**src/hw/rtl/tdpt_pkg.sv**
```systemverilog
// ----------------------------------------------------------------------------
// tdpt_pkg
// Shared constants and types for the trial division prime test core.
// ----------------------------------------------------------------------------
package tdpt_pkg;

   localparam int VALUE_BITS = 32;
   localparam int CAND_BITS  = 32;
   // significant candidate bits
   localparam int NBITS      = (VALUE_BITS < CAND_BITS) ? VALUE_BITS : CAND_BITS;
   // divisor never exceeds sqrt(2^NBITS) plus one stride
   localparam int DBITS      = NBITS / 2 + 2;
   localparam int CNT_BITS   = $clog2(NBITS + 1);
   localparam int COUNT_BITS = 16;
   localparam logic [COUNT_BITS-1:0] COUNT_MAX = '1;

   typedef enum logic {
      ST_IDLE,
      ST_DIV
   } state_type;

   typedef struct packed {
      logic             start;
      logic [NBITS-1:0] dividend;
      logic [DBITS-1:0] divisor;
   } div_request_type;

   typedef struct packed {
      logic             done;
      logic [NBITS-1:0] quotient;
      logic [DBITS-1:0] remainder;
   } div_result_type;

endpackage

```
**src/hw/rtl/tdpt_sdiv.sv**
```systemverilog
// ----------------------------------------------------------------------------
// tdpt_sdiv
// Bit-serial restoring divider: one quotient bit per cycle, done pulses
// once when the last bit is in, with quotient and remainder held.
// ----------------------------------------------------------------------------
module tdpt_sdiv
   import tdpt_pkg::*;
(
   input  logic            clock,
   input  logic            reset,
   input  div_request_type div_req,
   output div_result_type  div_rsp
);

   logic [NBITS-1:0]    work_ff, work_in;
   logic [DBITS-1:0]    rem_ff, rem_in;
   logic [DBITS-1:0]    divisor_ff, divisor_in;
   logic [CNT_BITS-1:0] cnt_ff, cnt_in;
   logic                done_ff, done_in;

   logic [DBITS:0]      rem_shift;
   logic [DBITS+1:0]    diff;
   logic                fits;

   always_comb begin
      rem_shift = {rem_ff, work_ff[NBITS-1]};
      diff      = {1'b0, rem_shift} - {2'b00, divisor_ff};
      fits      = ~diff[DBITS+1];

      work_in    = work_ff;
      rem_in     = rem_ff;
      divisor_in = divisor_ff;
      cnt_in     = cnt_ff;
      done_in    = 1'b0;

      if (div_req.start) begin
         work_in    = div_req.dividend;
         rem_in     = '0;
         divisor_in = div_req.divisor;
         cnt_in     = CNT_BITS'(NBITS);
      end else if (cnt_ff != '0) begin
         work_in = {work_ff[NBITS-2:0], fits};
         rem_in  = fits ? diff[DBITS-1:0] : rem_shift[DBITS-1:0];
         cnt_in  = cnt_ff - 1'b1;
         done_in = (cnt_ff == CNT_BITS'(1));
      end
   end

   always_ff @(posedge clock) begin
      if (reset) begin
         cnt_ff  <= '0;
         done_ff <= 1'b0;
      end else begin
         cnt_ff  <= cnt_in;
         done_ff <= done_in;
      end
      work_ff    <= work_in;
      rem_ff     <= rem_in;
      divisor_ff <= divisor_in;
   end

   assign div_rsp.done      = done_ff;
   assign div_rsp.quotient  = work_ff;
   assign div_rsp.remainder = rem_ff;

endmodule

```
**src/hw/rtl/trial_division_prime_test_core.sv**
```systemverilog
// ----------------------------------------------------------------------------
// trial_division_prime_test_core
// Trial division primality test of one unsigned candidate per request.
// ----------------------------------------------------------------------------
// Usage:
//   A request is taken when start is high and busy is low. busy stays high
//   while trial divisions run. The result (is_prime, trial_count) appears on
//   the rsp_ ports for exactly one cycle with rsp_valid high; the receiver
//   cannot stall it, so it must sample that cycle.
//   Each trial is one pass of the bit-serial divider, giving quotient and
//   remainder together. Candidates 0 and 1, and even values rejected early
//   when skip_evens is set, are answered without a division; otherwise
//   trial_count gives the number of divisions, plus one more when the
//   square bound ends the search. Worst case for a 32-bit prime is about
//   65535 divisions in plain mode and about 32768 with skip_evens set.
//   One request is in flight at a time.
//   csr_we writes skip_evens from csr_wdata; write only while idle.
//   Reset sets skip_evens to 1, drops busy and clears rsp_valid.
// ----------------------------------------------------------------------------
module trial_division_prime_test_core
   import tdpt_pkg::*;
(
   input  logic                  clock,
   input  logic                  reset,
   input  logic                  start,
   output logic                  busy,
   input  logic [CAND_BITS-1:0]  req_candidate,
   output logic                  rsp_valid,
   output logic                  rsp_is_prime,
   output logic [COUNT_BITS-1:0] rsp_trial_count,
   input  logic                  csr_we,
   input  logic                  csr_wdata
);

   state_type             state_ff, state_in;
   logic                  skip_ff, skip_in;
   logic [NBITS-1:0]      n_ff, n_in;
   logic [DBITS-1:0]      d_ff, d_in;
   logic [COUNT_BITS-1:0] trials_ff, trials_in;
   logic                  valid_ff, valid_in;
   logic                  prime_ff, prime_in;
   logic [COUNT_BITS-1:0] count_ff, count_in;

   div_request_type div_req;
   div_result_type  div_rsp;

   logic [NBITS-1:0]      cand;
   logic [NBITS-1:0]      d_wide;
   logic [COUNT_BITS-1:0] trials_inc;

   tdpt_sdiv u_sdiv (
      .clock   (clock),
      .reset   (reset),
      .div_req (div_req),
      .div_rsp (div_rsp)
   );

   always_comb begin
      cand       = req_candidate[NBITS-1:0];
      d_wide     = {{(NBITS-DBITS){1'b0}}, d_ff};
      trials_inc = (trials_ff == COUNT_MAX) ? trials_ff : trials_ff + 1'b1;

      state_in  = state_ff;
      skip_in   = csr_we ? csr_wdata : skip_ff;
      n_in      = n_ff;
      d_in      = d_ff;
      trials_in = trials_ff;
      valid_in  = 1'b0;
      prime_in  = prime_ff;
      count_in  = count_ff;

      div_req.start    = 1'b0;
      div_req.dividend = n_ff;
      div_req.divisor  = d_ff;

      unique case (state_ff)
         ST_IDLE: begin
            if (start) begin
               n_in      = cand;
               trials_in = '0;
               if (cand[NBITS-1:1] == '0 ||
                   (skip_ff && !cand[0] && cand[NBITS-1:2] != '0)) begin
                  valid_in = 1'b1;
                  prime_in = 1'b0;
                  count_in = '0;
               end else begin
                  d_in             = skip_ff ? DBITS'(3) : DBITS'(2);
                  div_req.start    = 1'b1;
                  div_req.dividend = cand;
                  div_req.divisor  = d_in;
                  state_in         = ST_DIV;
               end
            end
         end
         ST_DIV: begin
            if (div_rsp.done) begin
               if (d_wide > div_rsp.quotient) begin
                  valid_in = 1'b1;
                  prime_in = 1'b1;
                  count_in = trials_ff;
                  state_in = ST_IDLE;
               end else if (div_rsp.remainder == '0) begin
                  valid_in = 1'b1;
                  prime_in = 1'b0;
                  count_in = trials_inc;
                  state_in = ST_IDLE;
               end else begin
                  trials_in       = trials_inc;
                  d_in            = d_ff + (skip_ff ? DBITS'(2) : DBITS'(1));
                  div_req.start   = 1'b1;
                  div_req.divisor = d_in;
               end
            end
         end
         default: state_in = ST_IDLE;
      endcase
   end

   always_ff @(posedge clock) begin
      if (reset) begin
         state_ff <= ST_IDLE;
         skip_ff  <= 1'b1;
         valid_ff <= 1'b0;
      end else begin
         state_ff <= state_in;
         skip_ff  <= skip_in;
         valid_ff <= valid_in;
      end
      n_ff      <= n_in;
      d_ff      <= d_in;
      trials_ff <= trials_in;
      prime_ff  <= prime_in;
      count_ff  <= count_in;
   end

   assign busy            = (state_ff != ST_IDLE);
   assign rsp_valid       = valid_ff;
   assign rsp_is_prime    = prime_ff;
   assign rsp_trial_count = count_ff;

endmodule

```
**config.mk**
```make
export PLATFORM = sky130hd
export DESIGN_NAME = trial_division_prime_test_core
export DESIGN_NICKNAME = d
export VERILOG_FILES = /design/src/hw/rtl/tdpt_pkg.sv /design/src/hw/rtl/tdpt_sdiv.sv /design/src/hw/rtl/trial_division_prime_test_core.sv
export SDC_FILE = /design/constraint.sdc
export NUM_CORES = 1
export LEC_CHECK = 0
export ABC_AREA = 1
export BUFFER_PORTS_ARGS = -buffer_cell sky130_fd_sc_hd__buf_2
export CORE_MARGIN = 10
export CORE_UTILIZATION = 30
export DETAILED_ROUTE_END_ITERATION = 16
export PLACE_DENSITY = 0.48
export SLEW_MARGIN = 0
export SYNTH_ARGS = -nofsm -noshare
export SYNTH_HDL_FRONTEND = slang
export SYNTH_SLANG_ARGS = --single-unit
```
**constraint.sdc**
```tcl
create_clock -name clock -period 4.4 [get_ports clock]
set_input_delay 0.22 -clock clock [delete_from_list [all_inputs] [get_ports clock]]
set_output_delay 0.22 -clock clock [all_outputs]
set_load 0.005 [all_outputs]
```
==> qor.txt <==
Post-Synth XOR/XNOR Area - 2.02%
Pleak - 5.09 nW
Peak supply drop - 0.276 mV
Final slew viol count - 0
Post-DRT Antenna Nets - 0
Clk Latency, worst-skew pair - 0.43 ns
Multi-input gate area in the final layout - 4150 um^2
Hold Crit Class - in -> reg
Synth Area in Simple Gates - 25.9%
Crit-path cells - ha_1 > a21oi_1 > nand2_1 > a21oi_1 > nand2_1 > nand2_1 > nand2_1 > nand2_2 > nand3_4 > nand3_1 > buf_4
RR Endpoint - u_sdiv.work_ff[11]
Min-Delay Startpoint - start
Worst-path clk slew - 0.07 ns
Initial DRT Pass Iterations - 4
Vias - 7752
Most common cell after layout, fill and taps aside - nand2_1
Starting Density - 30.4%
Hold endpoint - u_sdiv.divisor_ff[0]
CP Capture Type - register
Crit path DAT - 3.43 ns
Post-CTS Setup Repair Bufs - 0
Mapped Area - 9560 um^2
Most frequent cells in the layout - 283 x nand2_1, 169 x inv_1, 133 x edfxtp_1, 112 x nand3_1, 84 x o21ai_0
Fill count - 3278
Core Region - 31500 um^2
PwrDens - 555 nW/um^2
Max FO, Critical Path - 38
Clock sinks - 161
Post-Synth Adder-Cell Area - 5.79%
Endpoints failing setup - 0
CTS tree - yes
H-tree lvl count - 4
Worst slew pin tran - 0.841 ns
WL/cell - 14.0 um
Total area of sequential cells - 4550 um^2
Yosys cell types - 40
Max_cap viols - 0
Total GRT Usage - 12.2%
# resized after CTS - 0
Layout Skew - 0.0100 ns
Slowest stage cell, crit path - nand3_1
Post-Synthesis Cells - 1163
Worst hold slack - 0.368 ns
Setup crit start - d_ff[11]
TritonCTS Buffers - 17
Maximum clock rate - 301 MHz
Chip height - 198 um
Routability cong. - 0.823
Syn-to-layout area delta - 16.7%
Largest net degree at the start of global routing - 85
Final hold vios - 0
# port buffers - 55
Grt ovf - 0
PnR Total Power - 0.00619 W
Register bit total from synthesis - 161
Startpoint Class - register
Ant diodes - 0
DP HPWL - 16800 um
Critical path data required time - 4.51 ns
Initial antenna violation count - 0
CP dominant cell by count - nand2_1
Register area share after synthesis - 47.7%
DRC errors left - 0
Layout Nets - 1323
IO Pins - 56
Worst path max stage delay - 0.51 ns
First-pass GRT wire length - 38700 um
Post-synthesis mux area share - 0.209%
Run status - finished, final reports clean
Wirelength, routed - 23300 um
TNS Setup - 0 ns
Crit path time final - 3.32 ns
DR vias/cell - 4.68
CTS root buffer - clkbuf_16
Reg-to-Reg Start - d_ff[11]
Mean Syn Cell Area - 8.22 um^2
Row count - 65
Slew margin rel. - 43.8%
Reg2reg path depth - 11
Number of global-route vias before repair - 7416
Die area - 39400 um^2
Die Wd - 198 um
CTS max path bufs - 2
First-iteration detailed-routing DRC count - 506
Worst Hold Path Cells - 4
R2r setup slk - 1.08 ns
WS Path Type - reg -> reg
RSZ-0062 raised after global routing - no
YS warnings - 0
Compound-Gate Fraction of Synth Area - 9.22%
Final period util - 75.5%
Share of post-route cells with drive strength above 1 - 9.16%
Largest family of logic cells by synthesized area - simple AND/OR/NAND/NOR gates
Syn nets - 1243
-- timing repair --
action                                  4_1_cts  5_1_grt
endpoints found under the hold margin        34        0
endpoints found under the setup margin        0        0
hold buffers                                 35        0
-- synthesized netlist by cell type --
library cell / count / area share (%)
buf_4: 4 / 0.31
nor2_1: 82 / 3.2
xor2_1: 12 / 1.1
o211ai_1: 6 / 0.47
o21a_1: 1 / 0.079
o21ai_1: 1 / 0.052
inv_1: 169 / 6.6
edfxtp_1: 133 / 42
a21o_1: 7 / 0.55
clkbuf_1: 14 / 0.55
nand2_1: 284 / 11
buf_6: 8 / 0.94
ha_1: 41 / 5.4
a31oi_1: 1 / 0.065
o21bai_1: 1 / 0.079
nand3_1: 113 / 5.9
xnor2_1: 10 / 0.92
nand4_1: 29 / 1.9
dfxtp_1: 28 / 5.9
o31ai_1: 1 / 0.079
mux2i_1: 2 / 0.21
a21boi_0: 1 / 0.079
inv_2: 3 / 0.12
nor4_1: 11 / 0.72
nor3_2: 2 / 0.21
nor3_1: 16 / 0.84
nand3_4: 1 / 0.18
a211oi_1: 1 / 0.079
buf_1: 3 / 0.12
buf_2: 11 / 0.58
o21ai_0: 85 / 4.5
nor3b_2: 5 / 0.65
or2_2: 4 / 0.26
a21oi_1: 60 / 3.1
nand3b_1: 7 / 0.55
a221oi_1: 1 / 0.092
fa_1: 2 / 0.42
nand2_4: 1 / 0.12
nor3b_1: 1 / 0.079
or2_1: 1 / 0.065
-- registers in the layout, indices dropped and copies added, names as in the netlist, 6 cells and up --
signal	flops
d_ff	18
n_ff	32
rsp_trial_count	16
trials_ff	16
u_sdiv.cnt_ff	6
u_sdiv.divisor_ff	18
u_sdiv.rem_ff	18
u_sdiv.work_ff	32
-- per-layer routing --
layer | GRT usage [%] | wire length, um | up-vias | part of all wire, %
met5 | 0 | 0 | - | 0
met4 | 4.41 | 393 | 0 | 1.7
met3 | 2.21 | 603 | 19 | 2.6
met2 | 19.0 | 10700 | 93 | 46
met1 | 16.5 | 11600 | 3586 | 50
li1 | - | - | 4054 | -
-- how the worst max path moves through the flow --
stage	to	slack (ns)	cells after the start
finish	u_sdiv.work_ff[11]	1.08	11
floorplan	u_sdiv.work_ff[0]	0.58	5
global route	u_sdiv.work_ff[22]	0.77	12
detailed placement	u_sdiv.work_ff[9]	1.02	11
global placement	u_sdiv.work_ff[12]	1.09	11
CTS	u_sdiv.work_ff[19]	1.02	11
-- layout make-up --
| class | count | share of cell area, % |
|---|---|---|
| clock inverters | 13 | 1.46 |
| clock buffers | 19 | 3.88 |
| well taps | 402 | 4.51 |
| repair buffers | 101 | 6.35 |
| flip-flops and latches | 161 | 40.8 |
| inverters | 172 | 5.79 |
| multi-input cells | 790 | 37.2 |
-- worst max-delay path, delay by kind of cell, from the launching register on --
family	cells	cell delay (ns)
buf+inv	1	0.40
compound gates	2	0.34
fa+ha+maj	1	0.35
flops	1	0.44
simple gates	7	1.43
-- logic make-up after synthesis --
kind of cell,count (synthesis)
compound gates,166
xor+xnor,22
fa+ha+maj,43
buf+inv,212
flops,161
mux,2
simple gates,557
-- power breakdown --
| part | internal [W] | switching (W) |
|---|---|---|
| Combinational | 0.000869 | 0.00143 |
| Sequential | 0.00211 | 0.000243 |
| Clock | 0.000894 | 0.000644 |
| Total | 0.00387 | 0.00232 |
-- stage by stage --
stage / area (um^2) / worst slack, ns / util [%] / cells
CTS: 11200 / 1.02 / 35.4 / 1658
floorplan: 9560 / 0.583 / - / 1163
global placement: 10200 / 1.09 / 32.4 / 1591
global route: 11200 / 0.769 / 35.4 / 1658
finish: 11200 / 1.08 / 35.4 / 1658
detailed placement: 10200 / 1.02 / 32.4 / 1591
No activity file was read; power rests on OpenSTA's default activity.
